--- src/rtl/core/assert_macros.svh ---
// Assertion helpers shared by the RTL.
`ifndef ASSERT_MACROS_SVH
`define ASSERT_MACROS_SVH

`ifndef SYNTHESIS
`define TTB_ASSERT(name, prop, msg) \
    name: assert property (@(posedge clk) disable iff (!rst_n) prop) else $error(msg);
`define TTB_ASSERT_NR(name, prop, msg) \
    name: assert property (@(posedge clk) prop) else $error(msg);
`else
`define TTB_ASSERT(name, prop, msg)
`define TTB_ASSERT_NR(name, prop, msg)
`endif

`endif

--- src/rtl/core/ttb_pkg.sv ---
package ttb_pkg;

    localparam int FRAC_BITS_DEF = 16;
    localparam int COORD_W       = 32;
    localparam int DELTA_W       = COORD_W + 1;
    localparam int PROD_W        = 2 * DELTA_W;
    localparam int NUM_W         = PROD_W + 1;
    localparam int NUM_CNT       = 7;
    localparam int LANES         = 6;
    localparam int JOB_DEPTH     = 2;

    typedef struct packed {
        logic signed [COORD_W-1:0] pos_x;
        logic signed [COORD_W-1:0] pos_y;
        logic signed [COORD_W-1:0] pos_z;
        logic signed [COORD_W-1:0] tex_u;
        logic signed [COORD_W-1:0] tex_v;
        logic                      mesh_end;
    } vert_t;

    typedef struct packed {
        logic signed [COORD_W-1:0] tangent_x;
        logic signed [COORD_W-1:0] tangent_y;
        logic signed [COORD_W-1:0] tangent_z;
        logic signed [COORD_W-1:0] bitangent_x;
        logic signed [COORD_W-1:0] bitangent_y;
        logic signed [COORD_W-1:0] bitangent_z;
        logic                      degenerate;
        logic                      mesh_done;
    } basis_t;

    typedef struct packed {
        logic signed [DELTA_W-1:0] dp1_x;
        logic signed [DELTA_W-1:0] dp1_y;
        logic signed [DELTA_W-1:0] dp1_z;
        logic signed [DELTA_W-1:0] dp2_x;
        logic signed [DELTA_W-1:0] dp2_y;
        logic signed [DELTA_W-1:0] dp2_z;
        logic signed [DELTA_W-1:0] du1;
        logic signed [DELTA_W-1:0] dv1;
        logic signed [DELTA_W-1:0] du2;
        logic signed [DELTA_W-1:0] dv2;
        logic                      last;
    } job_t;

    typedef enum logic [1:0] {
        CORNER_0 = 2'd0,
        CORNER_1 = 2'd1,
        CORNER_2 = 2'd2,
        CORNER_X = 2'd3
    } corner_t;

    function automatic logic signed [DELTA_W-1:0] dsub(
        input logic signed [COORD_W-1:0] a,
        input logic signed [COORD_W-1:0] b
    );
        return {a[COORD_W-1], a} - {b[COORD_W-1], b};
    endfunction

endpackage

--- src/rtl/core/ttb_front.sv ---
module ttb_front (
    input  logic          clk,
    input  logic          rst_n,
    input  logic          vert_valid,
    output logic          vert_stall,
    input  ttb_pkg::vert_t vert,
    output logic          job_push,
    output ttb_pkg::job_t job,
    input  logic          job_full
);
    import ttb_pkg::*;

    corner_t corner_reg, corner_next, corner_eff;
    vert_t   c0_reg, c1_reg;
    logic    accept, third;

    always_comb
    begin
        case (corner_reg)
            CORNER_1: corner_eff = CORNER_1;
            CORNER_2: corner_eff = CORNER_2;
            default:  corner_eff = CORNER_0;
        endcase
    end

    assign third      = (corner_eff == CORNER_2);
    assign vert_stall = third && job_full;
    assign accept     = vert_valid && !vert_stall;
    assign job_push   = accept && third;

    always_comb
    begin
        corner_next = corner_reg;
        if (accept)
        begin
            if (third || vert.mesh_end)
                corner_next = CORNER_0;
            else if (corner_eff == CORNER_0)
                corner_next = CORNER_1;
            else
                corner_next = CORNER_2;
        end
    end

    always_ff @(posedge clk or negedge rst_n)
    begin
        if (!rst_n)
            corner_reg <= CORNER_0;
        else
            corner_reg <= corner_next;
    end

    always_ff @(posedge clk)
    begin
        if (accept && corner_eff == CORNER_0)
            c0_reg <= vert;
        if (accept && corner_eff == CORNER_1)
            c1_reg <= vert;
    end

    always_comb
    begin
        job.dp1_x = dsub(c1_reg.pos_x, c0_reg.pos_x);
        job.dp1_y = dsub(c1_reg.pos_y, c0_reg.pos_y);
        job.dp1_z = dsub(c1_reg.pos_z, c0_reg.pos_z);
        job.dp2_x = dsub(vert.pos_x, c0_reg.pos_x);
        job.dp2_y = dsub(vert.pos_y, c0_reg.pos_y);
        job.dp2_z = dsub(vert.pos_z, c0_reg.pos_z);
        job.du1   = dsub(c1_reg.tex_u, c0_reg.tex_u);
        job.dv1   = dsub(c1_reg.tex_v, c0_reg.tex_v);
        job.du2   = dsub(vert.tex_u, c0_reg.tex_u);
        job.dv2   = dsub(vert.tex_v, c0_reg.tex_v);
        job.last  = vert.mesh_end;
    end

endmodule

--- config.mk ---
export PLATFORM = sky130hd
export DESIGN_NAME = ttb_front
export DESIGN_NICKNAME = d
export VERILOG_FILES = /design/src/rtl/core/assert_macros.svh /design/src/rtl/core/ttb_pkg.sv /design/src/rtl/core/ttb_front.sv
export SDC_FILE = /design/constraint.sdc
export NUM_CORES = 1
export LEC_CHECK = 0
export BUFFER_PORTS_ARGS = -buffer_cell sky130_fd_sc_hd__buf_2
export CAP_MARGIN = 20
export CORE_MARGIN = 3
export CORE_UTILIZATION = 51
export CTS_CLUSTER_DIAMETER = 30
export DETAILED_ROUTE_END_ITERATION = 6
export GPL_TIMING_DRIVEN = 1
export PLACE_DENSITY = 0.75
export REMOVE_ABC_BUFFERS = 1
export SETUP_SLACK_MARGIN = 0.05
export SYNTH_ARGS = -nofsm -noshare
export SYNTH_HDL_FRONTEND = slang
export SYNTH_SLANG_ARGS = --single-unit
--- constraint.sdc ---
create_clock -name clk -period 11.2 [get_ports clk]
set_input_delay 0.56 -clock clk [delete_from_list [all_inputs] [get_ports clk]]
set_output_delay 0.56 -clock clk [all_outputs]
set_load 0.005 [all_outputs]
==> results of run 1 <==
-- critical path, delay by kind of cell, from the launching register on --
family / cells / cell delay, ps
AND/OR/NAND/NOR: 1 / 190
flip-flops: 1 / 400
XOR/XNOR: 1 / 160
AO/OA/AOI/OAI: 8 / 2320
buffers and inverters: 1 / 140
adder cells (fa/ha/maj): 2 / 660
-- cell families (layout without fill, tap and decap cells) --
logic type,count (synthesis),count (layout)
AOI/OAI and AO/OA,829,829
and+or+nand+nor,553,553
adders and majority gates,332,332
DFF,322,322
buffers and inverters,286,912
xor gates and xnor gates,274,274
muxes,5,5
other,0,18
-- layout make-up --
cell class,instances,area (um^2),area share (%)
multi-input combinational,1993,14800,46.7
sequential,322,9660,30.5
timing repair buffer,502,2530,7.99
clock buffer,102,2300,7.26
inverter,258,968,3.06
tap,664,831,2.63
clock inverter,50,548,1.73
antenna,18,45.0,0.142
-- metrics by stage --
stage	util, %	power, W	setup slack (ps)
6_report	64.4	0.00719	6170
5_1_grt	64.3	0.00760	5840
4_1_cts	64.3	0.00720	6160
3_5_place_dp	58.5	0.00475	6680
3_3_place_gp	58.5	0.00469	6740
2_1_floorplan	-	0.00358	6240
-- layout by cell type, fill, tap and decap left out, types with 12 or more instances in the layout --
cell,instances
a211oi_1,24
xnor2_1,186
nand4_1,29
clkinv_1,13
edfxtp_1,320
o21ai_0,142
a31oi_1,35
clkbuf_1,12
diode_2,18
o31ai_1,17
inv_1,258
o211ai_1,13
xor2_1,88
nor2b_1,49
buf_2,497
o21a_1,48
nand2b_1,43
ha_1,322
clkinv_2,17
a21oi_1,250
o21bai_1,25
nand3_1,50
or2_2,13
nor3_1,26
clkbuf_16,90
a21o_1,156
and3_1,23
o31a_1,12
nand2_1,138
nor2_1,141
-- worst min path at each step --
stage | start | endpoint | slack (ps)
after global routing | vert[77] | c0_reg[77] | 130
after detailed placement | rst_n | corner_reg[1] | 350
final | vert[160] | c0_reg[160] | 160
after floorplan | rst_n | corner_reg[0] | 260
after global placement | rst_n | corner_reg[0] | 350
after CTS | vert[160] | c0_reg[160] | 120
-- per-layer routing --
metal	share of wire, %	up-vias	GRT usage, %
met4	5.4	6	14.7
met5	0.055	-	0
met1	40	10600	32.8
li1	-	10800	-
met3	7.4	223	5.87
met2	47	834	45.8
-- power by group through the flow --
stage,logic [W],registers [W],clock network [W]
after floorplan,0.00194,0.00164,0
after global placement,0.00308,0.00161,0
after detailed placement,0.00313,0.00162,0
after CTS,0.00317,0.00160,0.00244
after global routing,0.00348,0.00162,0.00251
final,0.00318,0.00160,0.00240
-- timing repair --
action	in CTS	in global routing
setup buffers	0	0
hold buffers	1	0
hold endpoints to repair	2	0
==> results.tsv, run 1 <==
metric	value	unit
outcome	completed	
Post-Route Setup TNS	0	ps
Core Area	0.0492	mm^2
Sequential Power Share	22.2	%
hpwl dp	57500	um
Worst EP required	10640	ps
placed cells	3738	
prevailing post-synth register cell	edfxtp_1	
internal power	0.00455	W
Period minus WS final	5030	ps
Max Slew Vio Count	0	
compound-cell area share of the yosys netlist	21.1	%
area share of the largest cell type after synthesis	37.7	%
Sw Pwr	0.00263	W
pwr/cell area	227	mW/mm^2
Worst Reg2Reg Path Length in Cells	5	
GRT overflow	0	
RR Endpoint	c0_reg[11]	
initial antenna violation count	17	
RSZ-0062 raised after global routing	no	
endpoints failing hold	0	
layout cell share with drive strength beyond 1	20.4	%
Synth cell types	75	
Antenna Nets Post-Route	0	
global-route wire length before repair	117000	um
xor/xnor share of the synthesized area	9.42	%
critical path endpoint category	output pin	
Min-Delay Path Depth	1	
end point of the critical path	job[328]	
Nets	3662	
hold_ws	161	ps
number of flops mapped to enable cells by yosys	320	
Crit path arrival time	4470	ps
mux cell area share after synthesis	0.196	%
number of global-route vias before repair	22500	
Max FO, Critical Path	5	
Sink Count	322	
top post-synthesis cells by area	edfxtp_1 (38%), ha_1 (16%), xnor2_1 (6.4%)	
cell repeated most along the worst path	o21ai_0	
Die X	230	um
Worst path slowest cell	o41ai_1	
worst-skew pair later-pin latency	610	ps
Clock transition at path regs	50	ps
FMAX	0.199	GHz
I/O pin cnt	498	
Post-route DRC	0	
fin crit share	44.9	%
IO Port Bufs	497	
Rows	81	
wire per inst	18.9	um
Synth Instances	2601	
post-CTS sizing	0	
Switching Fraction	36.7	%
final WL	74000	um
max cap viols	0	
initial DRC count	1560	
Setup Crit Path Kind	reg -> out	
Die Y	230	um
Cell Area, Synth	0.0255	mm^2
combinational share of power	44.3	%
Max H-tree Level	3	
HP Class	in -> reg	
Clock power frac	33.4	%
Tot GR Track Use	27.3	%
cell taking the most area after synthesis	edfxtp_1	
DR vias/cell	5.75	
crit path launch	c0_reg[129]	
Final Non-Filler Cells	3909	
crit-path max cell delay	430	ps
Post-Synth Adder-Cell Area	16.6	%
total number of yosys warnings	0	
drt first pass iters	5	
CTS Buf Count	88	
startpoint class of the critical path	flop	
area grow syn2layout	24.1	%
largest net degree at the start of global routing	61	
final setup violation count	0	
DR vias	22500	
Final Cell Area	0.0316	mm^2
Leak Pwr	14.7	nW
worst slew pin tran	925	ps
placed inst area	0.0287	mm^2
Starting Density	51.8	%
Placer Congestion	0.958	
R2R setup slack	8430	ps
largest family of logic cells by synthesized area	compound AO/OA/AOI/OAI gates	
worst r2r src	corner_reg[0]	
Peak VDD IR	0.189	mV
TritonCTS clock tree	built	
fillers	3915	
Synth Register Bits	322	
full die area	0.0527	mm^2
Seq/Total Area, Yosys	37.9	%
Clock Tree Root	clkbuf_16	
Clock Skews	11.0	ps
Avg Cell Area, Syn	9.80	um^2
relative slew slack	38.4	%
Clock Tree Buf Depth	3	
Async S/R FF share, synth	0.621	%
simple-gate share of the synthesized area	10.6	%
crit-path cells	ha_1, fa_1, nand2b_1, a21oi_1, o21ai_0, a21boi_0, o22ai_1, o41ai_1, o21ai_0, o21ba_2, o21bai_1, xnor2_1, buf_2	
most common library cells after synthesis	ha_1 (322), edfxtp_1 (320), inv_1 (258)	
top-count cell post-synth	ha_1	
(Power assumes the default switching activity.)
==> run 2, diff against run 1 <==
==> constraint.sdc (replaced) <==
create_clock -name clk -period 5.1 [get_ports clk]
set_input_delay 0.255 -clock clk [delete_from_list [all_inputs] [get_ports clk]]
set_output_delay 0.255 -clock clk [all_outputs]
set_load 0.005 [all_outputs]
==> results.tsv, run 2 (same netlist as run 1, synthesis figures left out) <==
metric	value	unit	change
outcome	finished with violations		was completed
failing checks	design-rule violations		
DR vias/cell	5.71		was 5.75
wire per inst	18.8	um	was 18.9 um
total power	0.0162	W	was 0.00719 W
worst slew pin tran	889	ps	was 925 ps
Setup Crit Path Kind	reg -> out		unchanged
Min-Delay Path Depth	4		was 1
Post-CTS Setup Inserts	0		unchanged
internal power	0.0103	W	was 0.00455 W
pwr/cell area	486	mW/mm^2	was 227 mW/mm^2
Hold Startpoint	job_full		was vert[160]
Die Y	230	um	unchanged
global-route wire length before repair	120000	um	was 117000 um
Clock Skews	21.2	ps	was 11.0 ps
Clock transition at path regs	40	ps	was 50 ps
met1 Use GR	33.6	%	was 32.8%
Rows	81		unchanged
max cap viols	0		unchanged
I/O pin cnt	498		unchanged
Core Area	0.0492	mm^2	unchanged
Clock Tree Buf Depth	3		unchanged
hpwl dp	57200	um	was 57500 um
Final Cell Area	0.0335	mm^2	was 0.0316 mm^2
worst r2r src	corner_reg[0]		unchanged
placed inst area	0.0288	mm^2	was 0.0287 mm^2
Max Slew Vio Count	0		unchanged
Worst Reg2Reg Path Length in Cells	5		unchanged
Max FO, Critical Path	5		unchanged
number of global-route vias before repair	23200		was 22500
Period minus WS final	4830	ps	
largest net degree at the start of global routing	121		was 61
TritonCTS clock tree	built		unchanged
FMAX	0.207	GHz	
post-CTS sizing	0		unchanged
GRT Max-Usage Layer	met2		unchanged
Peak VDD IR	0.394	mV	was 0.189 mV
area grow syn2layout	31.3	%	was 24.1%
Sw Pwr	0.00598	W	was 0.00263 W
Clock power frac	34.3	%	was 33.4%
met2 GRT Util	47.8	%	was 45.8%
Clock Tree Root	clkbuf_16		unchanged
Final Non-Filler Cells	4071		was 3909
Hold Crit Endpoint	corner_reg[0]		was c0_reg[160]
RR Endpoint	c1_reg[30]		was c0_reg[11]
IO Port Bufs	497		unchanged
final setup violation count	0		unchanged
Leak Pwr	15.5	nW	was 14.7 nW
worst-skew pair later-pin latency	620	ps	was 610 ps
RSZ-0062 raised after global routing	no		unchanged
met3 Use GR	6.04	%	was 5.87%
combinational share of power	44.0	%	was 44.3%
most common cell after layout, fill and taps aside	buf_2		unchanged
initial antenna violation count	4		was 17
relative slew slack	40.7	%	was 38.4%
fin crit share	94.6	%	
Post-route DRC	4		was 0
Crit path arrival time	4570	ps	was 4470 ps
Nets	3828		was 3662
Placer Congestion	0.947		was 0.958
startpoint class of the critical path	flop		unchanged
Tot GR Track Use	28.0	%	was 27.3%
DR vias	23300		was 22500
R2R setup slack	2410	ps	was 8430 ps
Starting Density	51.8	%	unchanged
drt first pass iters	7		was 5
critical path endpoint category	output pin		unchanged
HP Class	in -> reg		unchanged
placed cells	3737		was 3738
Max H-tree Level	3		unchanged
Switching Fraction	36.8	%	was 36.7%
CTS Buf Count	91		was 88
endpoints failing hold	0		unchanged
Die X	230	um	unchanged
initial DRC count	1582		was 1560
GRT overflow	0		unchanged
layout cell share with drive strength beyond 1	19.8	%	was 20.4%
Sink Count	322		unchanged
commonest non-fill, non-tap cells in the layout	buf_2 (497), ha_1 (322), edfxtp_1 (320)		unchanged
Worst EP required	4850	ps	was 10640 ps
Post-Route Setup TNS	0	ps	unchanged
final WL	76600	um	was 74000 um
Sequential Power Share	21.6	%	was 22.2%
Antenna Nets Post-Route	0		unchanged
full die area	0.0527	mm^2	unchanged
# hold bufs at CTS	165		was 1
run 2: worst max-delay path by stage:
stage	from	end	slack, ps	depth (start not counted)
final	c0_reg[129]	job[328]	270	13
after global routing	c0_reg[129]	job[328]	100	13
after CTS	c0_reg[129]	job[328]	240	13
after detailed placement	c0_reg[129]	job[328]	970	13
after global placement	c0_reg[129]	job[328]	1120	13
after floorplan	corner_reg[0]	c0_reg[100]	140	4
run 2: cell type report:
cell class	instances	area [um^2]
Fill cell	3711	15700
Multi-Input combinational cell	1993	14800
Sequential cell	322	9660
Timing Repair Buffer	665	4190
Clock buffer	97	2300
Inverter	258	968
Tap cell	664	831
Clock inverter	69	742
Antenna cell	3	7.51
run 2: power groups by stage:
stage	clock [W]	sequential (W)	combinational (W)
floorplan	0	0.00360	0.00426
global placement	0	0.00353	0.00678
detailed placement	0	0.00355	0.00689
CTS	0.00563	0.00351	0.00708
global route	0.00580	0.00354	0.00777
finish	0.00558	0.00351	0.00716
run 2: routing by layer:
metal	vias up	routed length, um
li1	11100	-
met1	11000	30700
met2	975	36400
met3	218	5650
met4	2	3800
met5	-	13
run 2: stage by stage:
stage	hold slack [ps]	worst slack, ps	util (%)
2_1_floorplan	-40.6	143	-
3_5_place_dp	44.5	965	58.5
3_3_place_gp	40.0	1120	58.5
4_1_cts	54.7	245	68.0
6_report	170	274	68.1
5_1_grt	182	98.7	68.1
run 2: worst max-delay path, cell delays in order, from the launching register on:
cell,delay (ps)
edfxtp_1,390
ha_1,250
fa_1,420
nand2b_1,190
a21oi_1,320
o21ai_0,180
a21boi_0,410
o22ai_1,320
o41ai_1,440
o21ai_0,290
o21ba_2,270
o21bai_1,160
xnor2_1,160
buf_2,150
