--- src/rtl/core/assert_macros.svh ---
// Assertion helpers shared by the RTL.
`ifndef ASSERT_MACROS_SVH
`define ASSERT_MACROS_SVH

`ifndef SYNTHESIS
`define TTB_ASSERT(name, prop, msg) \
    name: assert property (@(posedge clk) disable iff (!rst_n) prop) else $error(msg);
`define TTB_ASSERT_NR(name, prop, msg) \
    name: assert property (@(posedge clk) prop) else $error(msg);
`else
`define TTB_ASSERT(name, prop, msg)
`define TTB_ASSERT_NR(name, prop, msg)
`endif

`endif

--- src/rtl/core/ttb_pkg.sv ---
package ttb_pkg;

    localparam int FRAC_BITS_DEF = 16;
    localparam int COORD_W       = 32;
    localparam int DELTA_W       = COORD_W + 1;
    localparam int PROD_W        = 2 * DELTA_W;
    localparam int NUM_W         = PROD_W + 1;
    localparam int NUM_CNT       = 7;
    localparam int LANES         = 6;
    localparam int JOB_DEPTH     = 2;

    typedef struct packed {
        logic signed [COORD_W-1:0] pos_x;
        logic signed [COORD_W-1:0] pos_y;
        logic signed [COORD_W-1:0] pos_z;
        logic signed [COORD_W-1:0] tex_u;
        logic signed [COORD_W-1:0] tex_v;
        logic                      mesh_end;
    } vert_t;

    typedef struct packed {
        logic signed [COORD_W-1:0] tangent_x;
        logic signed [COORD_W-1:0] tangent_y;
        logic signed [COORD_W-1:0] tangent_z;
        logic signed [COORD_W-1:0] bitangent_x;
        logic signed [COORD_W-1:0] bitangent_y;
        logic signed [COORD_W-1:0] bitangent_z;
        logic                      degenerate;
        logic                      mesh_done;
    } basis_t;

    typedef struct packed {
        logic signed [DELTA_W-1:0] dp1_x;
        logic signed [DELTA_W-1:0] dp1_y;
        logic signed [DELTA_W-1:0] dp1_z;
        logic signed [DELTA_W-1:0] dp2_x;
        logic signed [DELTA_W-1:0] dp2_y;
        logic signed [DELTA_W-1:0] dp2_z;
        logic signed [DELTA_W-1:0] du1;
        logic signed [DELTA_W-1:0] dv1;
        logic signed [DELTA_W-1:0] du2;
        logic signed [DELTA_W-1:0] dv2;
        logic                      last;
    } job_t;

    typedef enum logic [1:0] {
        CORNER_0 = 2'd0,
        CORNER_1 = 2'd1,
        CORNER_2 = 2'd2,
        CORNER_X = 2'd3
    } corner_t;

    function automatic logic signed [DELTA_W-1:0] dsub(
        input logic signed [COORD_W-1:0] a,
        input logic signed [COORD_W-1:0] b
    );
        return {a[COORD_W-1], a} - {b[COORD_W-1], b};
    endfunction

endpackage

--- src/rtl/core/ttb_queue.sv ---
`include "assert_macros.svh"

module ttb_queue (
    input  logic          clk,
    input  logic          rst_n,
    input  logic          push,
    input  ttb_pkg::job_t push_job,
    output logic          full,
    input  logic          pop,
    output logic          job_valid,
    output ttb_pkg::job_t job
);
    import ttb_pkg::*;

    localparam int PW = (JOB_DEPTH > 1) ? $clog2(JOB_DEPTH) : 1;
    localparam int CW = $clog2(JOB_DEPTH + 1);

    job_t          mem_reg [JOB_DEPTH];
    logic [PW-1:0] wr_ptr_reg, wr_ptr_next, rd_ptr_reg, rd_ptr_next;
    logic [CW-1:0] count_reg, count_next;
    logic          do_pop;

    assign full      = (count_reg == CW'(JOB_DEPTH));
    assign job_valid = (count_reg != '0);
    assign job       = mem_reg[rd_ptr_reg];
    assign do_pop    = pop && job_valid;

    always_comb
    begin
        wr_ptr_next = wr_ptr_reg;
        rd_ptr_next = rd_ptr_reg;
        count_next  = count_reg;
        if (push)
        begin
            wr_ptr_next = (wr_ptr_reg == PW'(JOB_DEPTH - 1)) ? '0 : wr_ptr_reg + 1'b1;
            count_next  = count_next + 1'b1;
        end
        if (do_pop)
        begin
            rd_ptr_next = (rd_ptr_reg == PW'(JOB_DEPTH - 1)) ? '0 : rd_ptr_reg + 1'b1;
            count_next  = count_next - 1'b1;
        end
    end

    always_ff @(posedge clk or negedge rst_n)
    begin
        if (!rst_n)
        begin
            wr_ptr_reg <= '0;
            rd_ptr_reg <= '0;
            count_reg  <= '0;
        end
        else
        begin
            wr_ptr_reg <= wr_ptr_next;
            rd_ptr_reg <= rd_ptr_next;
            count_reg  <= count_next;
        end
    end

    always_ff @(posedge clk)
    begin
        if (push)
            mem_reg[wr_ptr_reg] <= push_job;
    end

    `TTB_ASSERT(a_no_push_full, push |-> !full, "job pushed into full queue")
    `TTB_ASSERT(a_count_range, count_reg <= CW'(JOB_DEPTH), "queue count out of range")
    `TTB_ASSERT(a_pop_valid, pop |-> job_valid, "job popped from empty queue")

endmodule

--- config.mk ---
export PLATFORM = sky130hd
export DESIGN_NAME = ttb_queue
export DESIGN_NICKNAME = d
export VERILOG_FILES = /design/src/rtl/core/ttb_pkg.sv /design/src/rtl/core/ttb_queue.sv
export VERILOG_INCLUDE_DIRS = /design/src /design/src/rtl/core
export SDC_FILE = /design/constraint.sdc
export NUM_CORES = 1
export LEC_CHECK = 0
export BUFFER_PORTS_ARGS = -buffer_cell sky130_fd_sc_hd__buf_2
export CELL_PAD_IN_SITES_DETAIL_PLACEMENT = 1
export CELL_PAD_IN_SITES_GLOBAL_PLACEMENT = 1
export CORE_AREA = 4 4 255 257
export CTS_CLUSTER_DIAMETER = 80
export DETAILED_ROUTE_END_ITERATION = 8
export DIE_AREA = 0 0 259 261
export PLACE_DENSITY = 0.8
export SLEW_MARGIN = 25
export SYNTH_ARGS = -nofsm -noshare
export SYNTH_HDL_FRONTEND = slang
export SYNTH_SLANG_ARGS = --single-unit
export TNS_END_PERCENT = 50
--- constraint.sdc ---
create_clock -name clk -period 18.15 [get_ports clk]
set_input_delay 0.9075 -clock clk [delete_from_list [all_inputs] [get_ports clk]]
set_output_delay 0.9075 -clock clk [all_outputs]
set_load 0.03 [all_outputs]
==> run_results.csv, run 1 <==
group,metric,value,unit
power,power_leakage,11.6,nW
power,pwr-share-clk,26.1,%
min_path,hp-class,"input port to async pin",
timing,drv_slew,0,
routing,drt_iter0_markers,801,
floorplan,start_util,38.8,%
timing,hold_viol,0,
worst_setup_path,criticalPathCategory,"flop to primary output",
power,p_comb_share,34.3,%
grt,grt_pass1_vias,14700,
logic_synthesis,synth_fa_ha_area_share,0.103,%
clocking,ctsHoldBuffers,0,
clocking,cts_resized,0,
timing,tightest_slew,1040,ps
placement,place.gp.congestion,0.926,
grt,overflow,0,
clocking,cts_buffer_depth,3,
power,sw_frac_of_total,35.9,%
finish,drive_above_1_share,60.7,%
floorplan,die-height,261,um
worst_setup_path,worst_path_most_repeated_cell,"buf_4",
timing,finalSetupViolCount,0,
clocking,clk_latency,600,ps
logic_synthesis,synth-seq-area-share,82.0,%
logic_synthesis,postSynthCellCount,1053,
clocking,cts_root_buf,"clkbuf_16",
outcome,status,"finished, final reports clean",
power,internal-power,3.49,mW
floorplan,die_x,259,um
worst_setup_path,worst_ep_required_time,17240,ps
routing,postRouteAntennaNets,0,
finish,syn2layout_area_growth,26.7,%
grt,grt_max_degree,77,
logic_synthesis,syn_area,24400,um2
timing,finalCriticalPeriod,5110,ps
logic_synthesis,synthSimpleGateAreaFrac,0.113,%
power,seqPwrFrac,39.6,%
timing,setup_slack,13040,ps
floorplan,io_pins,668,
logic_synthesis,ys_seq_elements,666,
timing,maxSlewHeadroom,30.4,%
routing,drcViolationCount,0,
clocking,numCtsBuffers,71,
logic_synthesis,synth_top_family_by_area,"multiplexers",
worst_setup_path,startpoint_type,"flop",
clocking,h-tree-depth,3,
worst_setup_path,cp_cell_sequence,"buf_4 -> buf_4 -> mux2_2 -> buf_2",
timing,rsz0062_at_grt,"no",
floorplan,core,62700,um2
grt,antenna_found_initial,26,
routing,dr.pass1.iters,5,
floorplan,die_area,67600,um2
clocking,cts_setup_buffers,0,
placement,dp_hpwl,47600,um
clocking,tritoncts,"done",
placement,port_buffers,667,
timing,min_period_over_period,28.2,%
grt,grt_first_pass_wirelength,94500,um
timing,tns,0,ps
worst_setup_path,worst-path-buf-inv,3,
worst_setup_path,slowest_stage,"dfrtp_4",
worst_setup_path,cp_top_family,"buffers and inverters",
logic_synthesis,ys_types,19,
run,drv_cap,0,
routing,routed_wl,66900,um
logic_synthesis,synth.area.mux_share,16.0,%
worst_setup_path,r2r_cells,4,
placement,place_ws,13670,ps
worst_setup_path,crit_fanout,74,
power,peakVddDrop,0.107,mV
power,p_per_area,177,nW/um2
logic_synthesis,ys_warn_count,0,
logic_synthesis,avgSynthCellArea,23.1,um2
finish,largest_register_ffs,662,
finish,most-common-layout-cells,"buf_2 (667), edfxtp_1 (662), mux2_2 (283)",
timing,skew,24.3,ps
worst_setup_path,max_stage_delay,1070,ps
logic_synthesis,synthesis.nets,1390,
timing,fmax,196,MHz
routing,num_vias,12900,
floorplan,num_rows,92,
logic_synthesis,synth-compound-area-share,0.0514,%
worst_setup_path,worstPathArrival,4210,ps
worst_setup_path,crit_cells,4,
finish,fillerInstances,5974,
clocking,clock_sinks,666,
logic_synthesis,synth_xor_area_share,0.144,%
grt,grtUsageTotal,18.8,%
clocking,clk_pin_slew_worst_paths,60,ps
finish,layout_commonest_cell,"buf_2",
power,p_switching,1.96,mW
worst_setup_path,end_kind,"primary output",
finish,final_nets,2105,
routing,post_drt_wl_per_cell,24.8,um
routing,drt-vias-per-instance,4.79,
==> cell usage after synthesis <==
cell	instances	area share (%)
edfxtp_1	662	82
mux2_2	283	13
mux2_4	40	2.5
buf_6	31	1.4
mux2_1	8	0.37
buf_2	7	0.14
dfrtp_1	4	0.41
inv_1	4	0.062
ha_1	2	0.10
xnor2_1	2	0.072
xor2_1	2	0.072
a31oi_1	1	0.026
and2_1	1	0.026
mux2i_1	1	0.041
nand2b_1	1	0.026
nor2_1	1	0.015
nor2b_1	1	0.026
nor3_1	1	0.021
o22ai_1	1	0.026
==> worst paths after layout <==
kind                               start         endpoint  slack [ps]
max                           rd_ptr_reg         job[199]       13040
min                                rst_n       rd_ptr_reg         130
max reg2reg                   wr_ptr_reg  mem_reg[0][223]       14670
min reg2reg                   wr_ptr_reg       wr_ptr_reg         550
max in group asynchronous          rst_n       rd_ptr_reg       17880
min in group clk           push_job[234]  mem_reg[1][234]         490
==> cell families (layout without fill, tap and decap cells) <==
logic type	count (synthesis)	in the layout
AOI/OAI and AO/OA	2	2
muxes	332	332
DFF	666	666
xor gates and xnor gates	4	4
other	0	27
and+or+nand+nor	5	5
buffers and inverters	42	812
adders and majority gates	2	2
==> metrics by stage <==
step | hold WS (ps) | util, % | std cells | cell area, um2 | power, mW
after floorplan | 453 | - | 1053 | 24400 | 3.68
after global placement | 530 | 45.4 | 2541 | 28500 | 4.00
after detailed placement | 544 | 45.4 | 2541 | 28500 | 4.07
after CTS | 81.5 | 49.1 | 2669 | 30800 | 5.52
after global routing | 88.8 | 49.2 | 2688 | 30900 | 5.67
final | 129 | 49.2 | 2696 | 30900 | 5.45
==> layer usage <==
| layer | vias up | track usage, % | share of wire, % |
|---|---|---|---|
| met3 | 182 | 5.92 | 7.0 |
| met5 | - | 0 | 0.10 |
| met4 | 10 | 9.21 | 4.6 |
| li1 | 5680 | - | - |
| met2 | 532 | 34.7 | 55 |
| met1 | 6512 | 19.3 | 33 |
==> power groups by stage <==
| stage | sequential, mW | clock (mW) | combinational, mW |
|---|---|---|---|
| after global routing | 2.18 | 1.53 | 1.96 |
| after global placement | 2.17 | 0 | 1.83 |
| final | 2.16 | 1.42 | 1.87 |
| after CTS | 2.17 | 1.46 | 1.89 |
| after floorplan | 2.27 | 0 | 1.41 |
| after detailed placement | 2.20 | 0 | 1.88 |
==> final cells by class <==
cell class | instances | area, um2 | share of cell area, %
clock inverter | 41 | 405 | 1.31
clock buffer | 87 | 1900 | 6.16
tap | 846 | 1060 | 3.43
sequential | 666 | 20000 | 64.7
timing repair buffer | 680 | 3440 | 11.2
multi-input combinational | 345 | 4000 | 12.9
antenna | 27 | 67.6 | 0.219
inverter | 4 | 15.0 | 0.0486
Note: power is estimated with default switching activity, not from simulation.
==> inputs of run 2 (changes only) <==
ABC_AREA = 1   (was not set)
CORE_AREA = 4 4 261 263   (was 4 4 255 257)
DIE_AREA = 0 0 265 267   (was 0 0 259 261)
PLACE_DENSITY = 0.81   (was 0.8)
clock period = 4.75 ns   (was 18.15 ns; I/O delays follow)
==> run 2 against run 1 <==
Global-route usage rose by 6.0 points. Sequential power grew to 3.8 times the previous value. Critical path depth up 1. Area after synthesis down 0.20%. Clock skew decreased by 1.9 ps. Design area is 11% higher. Count of clock-buffer cells in the layout grew 5. Critical endpoint is now job[107]. Wire length rose by 35%.
==> run_results.csv, run 2 <==
group,metric,value,unit
routing,top_layer,"met5",
routing,post_drt_wl_per_cell,24.2,um
routing,met1_length,30600,um
grt,grt_first_pass_wirelength,133000,um
timing,rsz0062_at_grt,"no",
logic_synthesis,synth_fa_ha_area_share,0.103,%
clocking,clk_latency,600,ps
floorplan,die_area,70800,um2
timing,drv_slew,0,
worst_setup_path,criticalPathCategory,"flop to primary output",
logic_synthesis,async_flop_share,0.601,%
finish,largest_register_ffs,662,
logic_synthesis,synth_top_cell_area_share,81.7,%
min_path,hold_depth,4,
routing,wl_met2,47900,um
power,peakVddDrop,0.588,mV
routing,drt-vias-per-instance,5.01,
run,drv_cap,0,
logic_synthesis,synth.area.mux_share,0,%
floorplan,io_pins,668,
floorplan,core,65600,um2
worst_setup_path,startpoint_type,"flop",
clocking,tritoncts,"done",
timing,tns,0,ps
routing,drt_iter0_markers,1535,
clocking,cts_setup_buffers,0,
logic_synthesis,synth.area.top_cells,"edfxtp_1 (82%), nand2_1 (16%), buf_4 (1.0%), buf_2 (0.68%), dfrtp_1 (0.41%)",
routing,met3_length,6690,um
finish,multi_input_area,3850,um2
power,p_comb_share,39.4,%
floorplan,die_x,265,um
timing,finalCriticalPeriod,3470,ps
clocking,cts_buffer_depth,3,
grt,overflow,0,
placement,place_ws,1990,ps
logic_synthesis,ys_warn_count,0,
routing,postRouteAntennaNets,0,
floorplan,start_util,37.1,%
routing,routed_wl,90100,um
grt,grtUsageTotal,24.8,%
power,internal-power,13.1,mW
timing,fmax,288,MHz
logic_synthesis,synth-seq-area-share,82.2,%
grt,antenna_found_initial,12,
clocking,clk_pin_slew_worst_paths,60,ps
finish,layout_commonest_cell,"nand2_1",
finish,drive_above_1_share,27.9,%
timing,tightest_slew,1040,ps
floorplan,die-height,267,um
logic_synthesis,synth_top_family_by_area,"simple AND/OR/NAND/NOR gates",
power,power_leakage,14.6,nW
finish,syn2layout_area_growth,41.0,%
logic_synthesis,ys_types,13,
logic_synthesis,synth_edf_count,662,
clocking,cts_root_buf,"clkbuf_16",
grt,grt_max_degree,164,
timing,setup_slack,1280,ps
logic_synthesis,syn_area,24300,um2
worst_setup_path,r2r_cells,3,
power,seqPwrFrac,35.7,%
finish,seqCellArea,20000,um2
logic_synthesis,ys_seq_elements,666,
finish,most-common-layout-cells,"nand2_1 (1004), buf_2 (667), edfxtp_1 (662)",
placement,port_buffers,667,
logic_synthesis,yosysMostFrequentCell,"nand2_1",
logic_synthesis,synth_xor_area_share,0.0720,%
routing,dr.pass1.iters,5,
power,sw_frac_of_total,43.0,%
clocking,clock_sinks,666,
timing,skew,22.4,ps
timing,maxSlewHeadroom,30.9,%
outcome,status,"finished, final reports clean",
worst_setup_path,worst_ep_required_time,4510,ps
logic_synthesis,postSynthCellCount,1763,
min_path,hp-class,"input port to flop",
power,p_switching,9.89,mW
logic_synthesis,synth-compound-area-share,0,%
finish,final_nets,3122,
routing,num_vias,18600,
logic_synthesis,synthesis.nets,2100,
finish,fillerInstances,6784,
clocking,h-tree-depth,3,
logic_synthesis,avgSynthCellArea,13.8,um2
placement,dp_hpwl,50600,um
timing,min_period_over_period,73.1,%
timing,finalSetupViolCount,0,
power,p_per_area,670,nW/um2
routing,drcViolationCount,0,
logic_synthesis,synth_area_leader_cell,"edfxtp_1",
worst_setup_path,end_kind,"primary output",
logic_synthesis,synth.cells.most_frequent,"nand2_1 (1005), edfxtp_1 (662), buf_2 (33), buf_4 (33), inv_1 (9)",
clocking,numCtsBuffers,74,
placement,place.gp.congestion,0.882,
logic_synthesis,synth_ff_type,"edfxtp_1",
timing,hold_viol,0,
worst_setup_path,worstPathArrival,3230,ps
worst_setup_path,crit_fanout,163,
power,pwr-share-clk,24.9,%
grt,grt_pass1_vias,21000,
logic_synthesis,synthSimpleGateAreaFrac,15.6,%
floorplan,num_rows,94,
run 2: area by class of cell:
type / instances / share of cell area, %
repair buffers: 1019 / 20.2
clock inverters: 41 / 1.22
flip-flops and latches: 666 / 58.3
diodes: 15 / 0.109
inverters: 10 / 0.142
clock buffers: 92 / 5.66
multi-input cells: 1014 / 11.2
well taps: 864 / 3.15
run 2: logic make-up (layout without fill, tap and decap cells):
family / after synthesis / in the layout
xor gates and xnor gates: 2 / 2
adders and majority gates: 2 / 2
buffers and inverters: 83 / 1162
DFF: 666 / 666
other: 0 / 15
and+or+nand+nor: 1010 / 1010
run 2: layer usage:
metal  vias to the layer above  track usage (%)
met1                      9262             26.6
met5                         -                0
li1                       8021                -
met4                         2             12.8
met3                       324             6.16
met2                      1015             45.4
run 2: path summary, 6_finish.rpt:
| check | from | endpoint | slack (ps) |
|---|---|---|---|
| worst max-delay path | rd_ptr_reg | job[107] | 1280 |
| worst min-delay path | pop | rd_ptr_reg | 70 |
| worst max register to register | wr_ptr_reg | mem_reg[1][58] | 2350 |
| worst min register to register | wr_ptr_reg | wr_ptr_reg | 570 |
| max in group asynchronous | rst_n | rd_ptr_reg | 3890 |
| min in group asynchronous | rst_n | rd_ptr_reg | 640 |
run 2: timing repair:
action	CTS	global route
hold buffers	334	0
hold endpoints to repair	667	0
endpoints found under the setup margin	0	0
gates resized for setup	0	0
run 2: power by group through the flow:
| stage | Sequential [mW] | Clock [mW] | Combinational, mW |
|---|---|---|---|
| 6_report | 8.20 | 5.73 | 9.04 |
| 5_1_grt | 8.27 | 6.10 | 9.56 |
| 3_5_place_dp | 8.23 | 0 | 8.55 |
| 3_3_place_gp | 8.14 | 0 | 8.29 |
| 2_1_floorplan | 8.33 | 0 | 5.68 |
| 4_1_cts | 8.13 | 5.69 | 8.86 |
run 2: worst max-delay path: stages, from the launching register on:
cell     delay, ps
dfrtp_4        460
buf_12         560
buf_4          870
nand2_1        200
nand2_1        140
buf_2          220
run 2: through the flow:
stage	instances	area, um2	util [%]	hold slack, ps	total power, mW
6_report	3721	34300	52.2	67.5	23.0
5_1_grt	3718	34300	52.2	54.7	23.9
4_1_cts	3706	34200	52.2	17.0	22.7
3_5_place_dp	3239	28500	43.5	58.6	16.8
3_3_place_gp	3239	28500	43.5	50.7	16.4
2_1_floorplan	1763	24300	-	-58.1	14.0
==> inputs of run 3 (changes only) <==
clock period = 3.63 ns   (was 4.75 ns; I/O delays follow)
==> run 3 against run 2 <==
Final cell count grew 0.16%. Flip-flop and latch count unchanged. Die area stayed put. Power grew 30%. Via count rose by 0.69%. Count of clock-buffer cells in the layout is 3 higher. Global-route usage is 0.079 points lower. Register-to-register slack lost 590 ps. Worst hold slack improved by 230 ps. Wire length rose by 0.20%. Clock skew shrank 0.67 ps.
==> run_results.csv, run 3 (synthesis results as in run 2) <==
group,metric,value,unit
timing,skew,21.7,ps
finish,fillerInstances,6803,
min_path,hp-class,"input port to flop",
floorplan,die-height,267,um
timing,finalSetupViolCount,0,
placement,dp_hpwl,50900,um
timing,min_period_over_period,75.7,%
clocking,clk_pin_slew_worst_paths,70,ps
floorplan,num_rows,94,
worst_setup_path,cp-startpoint,"rd_ptr_reg",
routing,dr.pass1.iters,5,
placement,place.gp.congestion,0.850,
worst_setup_path,worst_ep_required_time,3450,ps
routing,drt-vias-per-instance,5.03,
finish,layout.cells.non_filler,3727,
timing,maxSlewHeadroom,30.7,%
clocking,cts_root_buf,"clkbuf_16",
routing,drcViolationCount,0,
clocking,cts_resized,0,
routing,routed_wl,90300,um
clocking,tritoncts,"done",
finish,most-common-layout-cells,"nand2_1 (1004), buf_2 (667), edfxtp_1 (662)",
finish,largest_register_ffs,662,
timing,finalCriticalPeriod,2750,ps
clocking,ctsHoldBuffers,335,
placement,placed_cells,3249,
power,internal-power,17.0,mW
timing,hold_viol,0,
worst_setup_path,startpoint_type,"flop",
timing,tns,0,ps
floorplan,io_pins,668,
finish,syn2layout_area_growth,41.2,%
worst_setup_path,reg2reg_slack,1760,ps
power,p_switching,12.9,mW
clocking,clk_latency,600,ps
worst_setup_path,worstPathArrival,2570,ps
worst_setup_path,slowest_stage,"dfrtp_4",
clocking,cts_setup_buffers,0,
clocking,clock_sinks,666,
power,peakVddDrop,0.771,mV
worst_setup_path,criticalPathCategory,"flop to primary output",
worst_setup_path,r2r_cells,3,
worst_setup_path,worstReg2RegEnd,"mem_reg[0][117]",
power,pwr-share-clk,24.2,%
power,power,29.9,mW
finish,drive_above_1_share,27.9,%
worst_setup_path,max_stage_delay,530,ps
worst_setup_path,worst_path_most_repeated_cell,"nand2_1",
floorplan,start_util,37.1,%
grt,grt_first_pass_wirelength,132000,um
worst_setup_path,cp_cell_sequence,"inv_8 -> buf_12 -> nand2_1 -> nand2_1 -> buf_2",
worst_setup_path,endpoint,"job[88]",
power,seqPwrFrac,35.8,%
timing,drv_slew,0,
worst_setup_path,end_kind,"primary output",
routing,drt_iter0_markers,1579,
floorplan,die_area,70800,um2
clocking,cts_buffer_depth,3,
placement,port_buffers,667,
power,power_leakage,14.7,nW
min_path,hold_depth,2,
outcome,status,"finished, final reports clean",
power,sw_frac_of_total,43.2,%
timing,hold_ws,298,ps
routing,post_drt_wl_per_cell,24.2,um
floorplan,core,65600,um2
routing,num_vias,18800,
placement,place_ws,1560,ps
routing,postRouteAntennaNets,0,
power,p_comb_share,40.0,%
grt,antenna_found_initial,10,
run,drv_cap,0,
grt,overflow,0,
power,p_per_area,872,nW/um2
timing,tightest_slew,1040,ps
clocking,numCtsBuffers,72,
floorplan,die_x,265,um
grt,grt_max_degree,191,
grt,grtUsageTotal,24.7,%
grt,grt_pass1_vias,20900,
timing,rsz0062_at_grt,"no",
finish,layout_commonest_cell,"nand2_1",
timing,setup_slack,882,ps
worst_setup_path,crit_fanout,118,
timing,fmax,364,MHz
finish,final_nets,3131,
worst_setup_path,rr_startpoint,"wr_ptr_reg",
clocking,h-tree-depth,3,
## run 3: cell types whose count changed in the layout (fill, tap and decap cells not counted), sizes merged
cell,before,now
buf,685,695
clkbuf,92,95
clkinv,28,25
bufinv,5,3
clkinvlp,3,1
dlygate4sd3,334,335
inv,15,14
## run 3: stage by stage
stage | utilization, % | area (um2)
floorplan | - | 24300
global route | 52.3 | 34300
global placement | 43.7 | 28700
CTS | 52.3 | 34300
detailed placement | 43.7 | 28700
finish | 52.3 | 34300
## run 3: area by class of cell
cell class	count	area [um2]	area share, %
well taps	864	1080	3.15
multi-input cells	1014	3850	11.2
flip-flops and latches	666	20000	58.2
clock inverters	33	348	1.01
diodes	15	37.5	0.109
clock buffers	95	1910	5.56
inverters	10	48.8	0.142
repair buffers	1030	7080	20.6
## run 3: layer usage
layer,GRT usage [%],wire [um],up-vias
li1,-,-,8049
met1,26.0,30300,9448
met2,46.9,49500,1005
met3,5.39,6070,249
met4,11.7,4430,2
met5,0,14,-
## run 3: worst max-delay path: cells and delay by family, from the launching register on
kind,cells,cell delay (ps)
simple gates,2,200
buf+inv,3,1040
flops,1,530
## run 3: power by group through the flow
stage / sequential (mW) / combinational [mW] / clock (mW)
global placement: 10.6 / 11.0 / 0
finish: 10.7 / 12.0 / 7.23
global route: 10.8 / 12.6 / 7.72
detailed placement: 10.8 / 11.3 / 0
CTS: 10.6 / 11.7 / 7.18
floorplan: 10.9 / 7.43 / 0
## run 3: worst min-delay path by stage
stage	slack (ps)	startpoint	end
2_1_floorplan	-110	rst_n	count_reg[0]
6_report	300	push_job[138]	mem_reg[1][138]
3_5_place_dp	-0.4	rst_n	wr_ptr_reg
3_3_place_gp	-3	rst_n	count_reg[1]
5_1_grt	280	push_job[26]	mem_reg[1][26]
4_1_cts	230	push_job[2]	mem_reg[1][2]
